--- config.mk ---
export PLATFORM = sky130hd
export DESIGN_NAME = ordms_cell
export DESIGN_NICKNAME = d
export VERILOG_FILES = /design/src/ordered_multiset_successor_top_defines.svh /design/src/ordms_pkg.sv /design/src/ordms_cell.sv
export SDC_FILE = /design/constraint.sdc
export NUM_CORES = 1
export LEC_CHECK = 0
export ABC_CLOCK_PERIOD_IN_PS = 2100
export BUFFER_PORTS_ARGS = -buffer_cell sky130_fd_sc_hd__buf_4
export CORE_MARGIN = 2
export CORE_UTILIZATION = 43
export DETAILED_ROUTE_END_ITERATION = 16
export PLACE_DENSITY = 0.85
export SLEW_MARGIN = 20
export SYNTH_ARGS = -nofsm -noshare
export SYNTH_HDL_FRONTEND = slang
export SYNTH_SLANG_ARGS = --single-unit
--- constraint.sdc ---
create_clock -name clk_i -period 2.1 [get_ports clk_i]
set_input_delay 0.105 -clock clk_i [delete_from_list [all_inputs] [get_ports clk_i]]
set_output_delay 0.105 -clock clk_i [all_outputs]
set_load 0.01 [all_outputs]
--- src/ordered_multiset_successor_top_defines.svh ---
// Assertion macros for the ordered multiset block.
// Used by ordered_multiset_successor_top; depends on clk_i and rst_ni in scope.
`ifndef ORDERED_MULTISET_SUCCESSOR_TOP_DEFINES_SVH
`define ORDERED_MULTISET_SUCCESSOR_TOP_DEFINES_SVH
`ifndef SYNTHESIS
// Same-cycle implication, sampled on clk_i and disabled during reset.
`define ORDMS_ASSERT_IMP(lbl, ante, cons, msg) \
  lbl: assert property (@(posedge clk_i) disable iff (!rst_ni) (ante) |-> (cons)) \
    else $error(msg);
// Next-cycle implication, sampled on clk_i and disabled during reset.
`define ORDMS_ASSERT_NXT(lbl, ante, cons, msg) \
  lbl: assert property (@(posedge clk_i) disable iff (!rst_ni) (ante) |=> (cons)) \
    else $error(msg);
`else
`define ORDMS_ASSERT_IMP(lbl, ante, cons, msg)
`define ORDMS_ASSERT_NXT(lbl, ante, cons, msg)
`endif
`endif

--- src/ordms_pkg.sv ---
// Shared types and constants of the ordered multiset block.
// No dependencies; imported by ordms_cell, ordered_multiset_successor_top and the testbench.
package ordms_pkg;

  localparam int unsigned KeyW = 31;
  localparam int unsigned OccW = 9;
  localparam logic [KeyW-1:0] NoneKey = 31'h7fffffff;

  // Request commands.
  typedef enum logic [1:0] {
    CMD_INSERT = 2'd0,
    CMD_DELETE = 2'd1,
    CMD_QUERY  = 2'd2,
    CMD_NOP    = 2'd3
  } cmd_e;

  // Result status codes.
  typedef enum logic [1:0] {
    STAT_OK     = 2'd0,
    STAT_FULL   = 2'd1,
    STAT_ABSENT = 2'd2
  } stat_e;

  // Sequencer phases.
  typedef enum logic [1:0] {
    PH_IDLE  = 2'd0,
    PH_CMP   = 2'd1,
    PH_APPLY = 2'd2
  } phase_e;

  // Control broadcast to every cell.
  typedef struct packed {
    logic            cmp_en;
    logic            ins_en;
    logic            del_en;
    logic [KeyW-1:0] key;
  } cell_ctrl_t;

  // Comparison flags registered in each cell.
  typedef struct packed {
    logic past;      // empty or holds a key above the request key
    logic ge;        // holds a key at or above the request key
    logic eq;        // holds the request key
    logic first_gt;  // first cell holding a key above the request key
  } cell_flag_t;

endpackage

--- src/ordms_cell.sv ---
// One cell of the sorted key chain: a key, its valid bit and comparison flags.
// Depends on ordms_pkg.
module ordms_cell import ordms_pkg::*; (
  input  logic            clk_i,
  input  logic            rst_ni,
  input  cell_ctrl_t      ctrl_i,
  input  logic [KeyW-1:0] left_key_i,
  input  logic            left_valid_i,
  input  logic            left_gt_i,
  input  cell_flag_t      left_flag_i,
  input  logic [KeyW-1:0] right_key_i,
  input  logic            right_valid_i,
  output logic [KeyW-1:0] key_o,
  output logic            valid_o,
  output logic            gt_o,
  output cell_flag_t      flag_o
);

  logic [KeyW-1:0] key_q, key_d;
  logic            valid_q, valid_d;
  cell_flag_t      flag_q, flag_d;
  logic            gt;

  // Compare the stored key against the request key.
  assign gt = valid_q && (key_q > ctrl_i.key);

  always_comb begin
    flag_d.past     = !valid_q || (key_q > ctrl_i.key);
    flag_d.ge       = valid_q && (key_q >= ctrl_i.key);
    flag_d.eq       = valid_q && (key_q == ctrl_i.key);
    flag_d.first_gt = gt && !left_gt_i;
  end

  // Insert shifts the tail right, delete shifts it left.
  always_comb begin
    key_d   = key_q;
    valid_d = valid_q;
    if (ctrl_i.ins_en && flag_q.past) begin
      if (left_flag_i.past) begin
        key_d   = left_key_i;
        valid_d = left_valid_i;
      end else begin
        key_d   = ctrl_i.key;
        valid_d = 1'b1;
      end
    end else if (ctrl_i.del_en && flag_q.ge) begin
      key_d   = right_key_i;
      valid_d = right_valid_i;
    end
  end

  always_ff @(posedge clk_i or negedge rst_ni) begin
    if (!rst_ni) begin
      valid_q <= 1'b0;
      flag_q  <= '0;
    end else begin
      valid_q <= valid_d;
      if (ctrl_i.cmp_en) begin
        flag_q <= flag_d;
      end
    end
  end

  // The key itself needs no reset: an invalid cell's key is never used.
  always_ff @(posedge clk_i) begin
    key_q <= key_d;
  end

  assign key_o   = key_q;
  assign valid_o = valid_q;
  assign gt_o    = gt;
  assign flag_o  = flag_q;

endmodule

==> results of run 1 <==
==> synthesized netlist by cell type (all sizes together) (2+ instances only) <==
| master | n |
|---|---|
| a21oi | 46 |
| inv | 34 |
| nor2 | 33 |
| edfxtp | 31 |
| ha | 31 |
| mux2i | 31 |
| o21ai | 11 |
| buf | 9 |
| nand2 | 9 |
| nand4 | 7 |
| dfrtp | 5 |
| nand3 | 4 |
| a21o | 3 |
| a2bb2oi | 2 |
| clkbuf | 2 |
| nand3b | 2 |
| nor4 | 2 |
| o211ai | 2 |
| o2bb2ai | 2 |
==> cells by family after synthesis <==
family | count (synthesis) | share of synthesized area (%)
compound gates | 70 | 15.4
simple gates | 60 | 10.9
buf+inv | 45 | 6.65
flops | 36 | 40.4
mux | 31 | 11.9
fa+ha+maj | 31 | 14.8
==> worst reg2reg max path: cells and delay by family (launching register included) <==
kind,cells,cell delay (ns)
AND/OR/NAND/NOR,3,0.65
flip-flops,1,0.44
adder cells (fa/ha/maj),1,0.31
AO/OA/AOI/OAI,2,0.25
buffers and inverters,1,0.15
==> worst max-delay path by stage <==
stage,endpoint,slack [ns],start
after floorplan,key_o[0],0.30,flag_o[3]
after global placement,gt_o,0.23,key_o[18]
after detailed placement,gt_o,0.18,key_o[18]
after CTS,gt_o,-0.006,key_o[22]
after global routing,gt_o,-0.14,key_o[10]
final,gt_o,-0.005,key_o[22]
==> sequential cells by signal, summed over array words and instances, names as in the netlist <==
register	flops
flag_o	4
key_o	31
valid_o	1
==> repair_timing <==
action | CTS | global route
buffers inserted | 5 | 0
hold buffers | 1 | 0
hold endpoints to repair | 5 | 0
setup endpoints to repair | 1 | 1
pin swaps | 11 | 0
gates resized for setup | 11 | 0
==> through the flow <==
| stage | TNS [ns] | total power, mW | setup WS, ns | instances |
|---|---|---|---|---|
| 2_1_floorplan | 0 | 2.08 | 0.302 | 273 |
| 3_5_place_dp | 0 | 2.81 | 0.183 | 478 |
| 6_report | -0.00498 | 3.37 | -0.00498 | 492 |
| 3_3_place_gp | 0 | 2.75 | 0.232 | 478 |
| 5_1_grt | -0.141 | 3.64 | -0.141 | 492 |
| 4_1_cts | -0.00554 | 3.40 | -0.00554 | 492 |
==> metal layers <==
layer,global-route usage [%],wire (µm)
met5,0,0
met4,5.33,77
met3,5.05,470
met2,41.2,3790
met1,24.2,2790
==> final cells by class <==
cell class / count / area (µm²) / area share (%)
Clock buffer: 7 / 76.3 / 1.94
Clock inverter: 1 / 5.00 / 0.127
Inverter: 34 / 128 / 3.25
Multi-Input combinational cell: 192 / 1460 / 37.2
Sequential cell: 36 / 1060 / 26.9
Tap cell: 75 / 93.8 / 2.39
Timing Repair Buffer: 147 / 1110 / 28.2
==> power groups by stage <==
stage / combinational, mW / clock, mW / sequential (mW)
2_1_floorplan: 0.755 / 0 / 1.32
3_3_place_gp: 1.52 / 0 / 1.22
3_5_place_dp: 1.57 / 0 / 1.24
4_1_cts: 1.68 / 0.483 / 1.24
5_1_grt: 1.85 / 0.521 / 1.27
6_report: 1.66 / 0.465 / 1.24
==> metrics.csv, run 1 <==
stage,metric,value,unit
synthesis,Mapped Avg Cell Area,9.57,µm²
sta,worst-margin pin slew,0.547,ns
synthesis,cell area after synthesis,2610,µm²
final_layout,# nets final,552,
min_path,WHS Path Cells,4,
worst_setup_path,CP cell instances,"ha_4, nand4_4, nor4_4, buf_4, nand2_2, nand3_2, nor2_4, buf_6",
worst_setup_path,CP required,2.00,ns
global_routing,GRT Residual Overflow,0,
synthesis,share of Yosys cell area claimed by the top area cell type,35.6,%
min_path,Hold Crit Start,left_gt_i,
sta,Final WS setup,-0.00498,ns
worst_setup_path,reg-to-reg setup timing slack,0.24,ns
drt,vias per cell,5.14,
pwr,switch share,37.0,%
pwr,power share of the clock group,13.8,%
synthesis,main flop type after synthesis,edfxtp_1,
global_routing,vias in the first global route,2646,
final_layout,diode count,0,
place,Final GP Congestion,0.819,
sta,Clock Skews,0.00622,ns
clocking,worst-skew pair later-pin latency,0.28,ns
synthesis,Post-synth EDFFs,31,
sta,Fin. Hold Viols,0,
final_layout,Fill cells,502,
final_layout,Final Util,66.8,%
global_routing,pin count of the biggest net entering global routing,35,
worst_setup_path,worst r2r src,key_o[22],
sta,relative slew slack,63.5,%
place,Post-DP HPWL,5.76,mm
worst_setup_path,reg2reg end,flag_o[0],
worst_setup_path,CP startpoint kind,register,
synthesis,net count after synthesis,409,
pwr,sequential share of power,36.8,%
sta,RSZ-0062 raised after global routing,true,
sta,Final setup viols,1,
synthesis,post-synthesis cell type count,32,
pwr,P_leak,1.96,nW
worst_setup_path,CP Max Fanout,5,
floorplanning,die height,82.0,µm
final_layout,most frequent cells in the layout,"buf_4 (145), a21oi_1 (46), inv_1 (34), nor2_1 (32)",
sta,min Tclk post-route,2.10,ns
synthesis,Synth area leaders,"edfxtp_1 (36%), ha_1 (15%), mux2i_1 (12%)",
pwr,internal power,2.12,mW
worst_setup_path,Worst R2R Path Depth,7,
synthesis,register area share after synthesis,40.4,%
floorplanning,die area,6720,µm²
sta,Fmax,0.475,GHz
global_routing,global-route wire length before repair,11.3,mm
floorplanning,Core ar.,5890,µm²
global_routing,initial antenna violation count,0,
sta,final period utilization,100,%
pwr,power per cell area,857,nW/µm²
worst_setup_path,Critical Path AT,2.00,ns
worst_setup_path,crit-path max cell delay,0.44,ns
sta,Slew Limit Fails,0,
synthesis,Yosys reg bits,36,
pwr,VDD IR max,760,µV
sta,Hold WS,0.0995,ns
pwr,Switching Power,1.24,mW
worst_setup_path,critical path's slowest cell,edfxtp_1,
clocking,clk sinks,36,
floorplanning,num rows,28,
floorplanning,Die W,82.0,µm
run_status,failing checks,negative setup slack,
run_status,status,finished with violations,
worst_setup_path,Crit path max-delay family,simple AND/OR/NAND/NOR gates,
synthesis,"area leader, netlist",edfxtp_1,
drt,Routed Wire Length,7.13,mm
floorplanning,io pins,142,
synthesis,Syn. warnings,0,
synthesis,Async SR Flop Fraction,13.9,%
job,max cap viols,0,
worst_setup_path,CP Depth,8,
final_layout,"commonest non-fill, non-tap cell in the layout",buf_4,
drt,DRC viols,0,
worst_setup_path,Setup crit end kind,output port,
global_routing,GRT Util Overall,21.7,%
worst_setup_path,WP buf/inv,2,
final_layout,Area Overhead vs Synth,50.4,%
place,Post-DP Area,3720,µm²
final_layout,share of post-route cells with drive strength above 1,39.8,%
worst_setup_path,CP Class,reg -> out,
clocking,"CTS clk-pin slew, worst paths",0.07,ns
clocking,CTS tree,yes,
drt,iteration-0 DRC count of the detailed router,61,
clocking,maximum clock path buffer count,2,
clocking,Root Buffer,clkbuf_8,
final_layout,Final Cell Area,3930,µm²
drt,Avg WL per Cell,14.5,µm
drt,total vias in the final route,2527,
floorplanning,initial core utilization,44.4,%
min_path,Hold Path Class,in -> reg,
synthesis,Cells after Synth,273,
pwr,Comb pwr share,49.4,%
drt,TritonRoute pass-1 iters,4,
clocking,H-tree depth,2,
min_path,Hold Crit Endpoint,flag_o[0],
drt,DRT antenna net count,0,
clocking,number of buffers created by CTS,5,
place,Port Buffers,138,
No activity file was read; power rests on OpenSTA's default activity.
==> inputs of run 2 (changes only) <==
Settings changed: BUFFER_PORTS_ARGS -buffer_cell sky130_fd_sc_hd__buf_4 to -buffer_cell sky130_fd_sc_hd__buf_2.
==> run 2 against run 1 <==
  * The flow still finishes with violations (negative setup slack)
  * Sequential power is essentially flat
  * First-iteration DRC count grew 85%
  * Die area is the same
  * Critical endpoint unchanged
==> metrics.csv, run 2 (synthesized netlist as in run 1, its figures left out) <==
stage,metric,value,unit,change
run_status,status,finished with violations,,
run_status,failing checks,negative setup slack,,
sta,Fin. Hold Viols,0,,unchanged
clocking,CTS tree,yes,,
sta,relative slew slack,62.9,%,-0.66 points
drt,total vias in the final route,2503,,-0.95%
floorplanning,Die W,82.0,µm,unchanged
global_routing,initial antenna violation count,0,,unchanged
final_layout,# nets final,554,,+0.36%
sta,setup_tns,-0.0276,ns,-0.0226 ns
final_layout,max reg flops,31,,unchanged
clocking,clk sinks,36,,unchanged
global_routing,pin count of the biggest net entering global routing,35,,unchanged
drt,TritonRoute pass-1 iters,5,,+1
floorplanning,die height,82.0,µm,unchanged
sta,RSZ-0062 raised after global routing,true,,
worst_setup_path,CP Max Fanout,3,,-2
drt,Avg WL per Cell,13.7,µm,-5.2%
final_layout,Area Overhead vs Synth,38.4,%,
sta,final period utilization,101,%,+1.1 points
global_routing,GRT Util Overall,20.0,%,-1.7 points
final_layout,"commonest non-fill, non-tap cell in the layout",buf_2,,
sta,Final WS setup,-0.0276,ns,-0.0226 ns
floorplanning,initial core utilization,44.4,%,unchanged
final_layout,Final Util,61.5,%,-5.3 points
sta,worst-margin pin slew,0.557,ns,+0.00989 ns
job,max cap viols,0,,unchanged
place,Final GP Congestion,0.842,,+2.8%
sta,Fmax,0.470,GHz,-1.1%
worst_setup_path,Worst R2R Path Depth,8,,+1
pwr,power per cell area,884,nW/µm²,+3.1%
clocking,"CTS clk-pin slew, worst paths",0.07,ns,about the same
final_layout,post-route insts no fill,494,,+0.41%
final_layout,Final Cell Area,3620,µm²,-7.9%
place,Post-DP Area,3380,µm²,-9.1%
worst_setup_path,CP Class,reg -> out,,
clocking,maximum clock path buffer count,2,,unchanged
sta,Final setup viols,1,,unchanged
sta,Clock Skews,0.00319,ns,-0.00303 ns
clocking,Root Buffer,clkbuf_8,,
floorplanning,Core ar.,5890,µm²,unchanged
place,Post-DP HPWL,5.33,mm,-7.4%
worst_setup_path,CP required,2.00,ns,about the same
worst_setup_path,Critical Path AT,2.02,ns,+0.02 ns
drt,DRT antenna net count,0,,unchanged
drt,Routed Wire Length,6.79,mm,-4.8%
worst_setup_path,CP startpoint kind,register,,
drt,iteration-0 DRC count of the detailed router,113,,+85%
pwr,P_leak,1.84,nW,-5.8%
final_layout,most frequent cells in the layout,"buf_2 (138), a21oi_1 (46), inv_1 (34), nor2_1 (32)",,
clocking,worst-skew pair later-pin latency,0.28,ns,about the same
floorplanning,die area,6720,µm²,unchanged
floorplanning,io pins,142,,unchanged
sta,Slew Limit Fails,0,,unchanged
clocking,H-tree depth,2,,unchanged
global_routing,GR peak layer,met2,,
floorplanning,num rows,28,,unchanged
global_routing,GRT met2 Usage,37.6,%,-3.7 points
final_layout,share of post-route cells with drive strength above 1,40.6,%,+0.76 points
final_layout,diode count,0,,unchanged
drt,DRC viols,0,,unchanged
global_routing,routing usage on met1,23.1,%,-1.1 points
pwr,VDD IR max,1040,µV,+36%
clocking,number of buffers created by CTS,5,,unchanged
global_routing,met3 Use GR,4.07,%,-0.99 points
place,placed cells,479,,+0.21%
drt,vias per cell,5.07,,-1.4%
worst_setup_path,Setup crit end kind,output port,,
global_routing,GRT Residual Overflow,0,,unchanged
min_path,WHS Path Cells,4,,unchanged
min_path,Hold Path Class,in -> reg,,
place,Port Buffers,138,,unchanged
global_routing,vias in the first global route,2378,,-10%
sta,min Tclk post-route,2.13,ns,+0.0226 ns
global_routing,global-route wire length before repair,10.3,mm,-8.3%
[run 2: per-stage QoR]
step	setup WS, ns	total power, mW	hold WS [ns]
floorplan	0.302	2.08	-0.191
global route	-0.119	3.47	0.115
finish	-0.0276	3.20	0.122
CTS	0.0108	3.20	0.111
global placement	0.206	2.57	-0.0746
detailed placement	0.202	2.63	-0.0731
[run 2: critical path, stage by stage, from the launching register on]
cell,delay [ns]
edfxtp_1,0.44
ha_4,0.30
nand4_1,0.20
nor4_4,0.31
buf_4,0.16
nand2_2,0.07
nand3_2,0.09
nor2_2,0.04
buf_2,0.13
[run 2: routing by layer]
layer,vias up,share of wire (%)
met5,-,0
met4,0,1.1
met3,8,6.4
met2,93,50
met1,1132,42
li1,1270,-
[run 2: final timing paths]
path	endpoint	slack (ns)	from
max reg2reg	flag_o[3]	0.15	key_o[18]
min in group asynchronous	flag_o[1]	0.16	rst_ni
min reg2reg	flag_o[1]	0.49	flag_o[1]
max	gt_o	-0.03	key_o[18]
min	flag_o[0]	0.12	left_gt_i
max in group asynchronous	flag_o[3]	1.81	rst_ni
[run 2: report_power, final]
group / switching, mW / total, mW / internal (mW)
Clock: 0.229 / 0.460 / 0.231
Combinational: 0.852 / 1.50 / 0.644
Sequential: 0.150 / 1.24 / 1.09
Total: 1.23 / 3.20 / 1.97
[run 2: cell type report]
cell class,instances,area (µm²)
clock buffer,7,76.3
clock inverter,1,3.75
fill,516,2270
inverter,34,128
multi-input combinational,192,1490
sequential,36,1060
tap,75,93.8
timing repair buffer,149,776
[run 2: timing repair]
action | in CTS | in global routing
buffers inserted | 6 | 0
setup endpoints to repair | 1 | 1
hold buffers | 1 | 0
pin swaps | 12 | 5
resized for setup | 8 | 4
endpoints found under the hold margin | 5 | 0
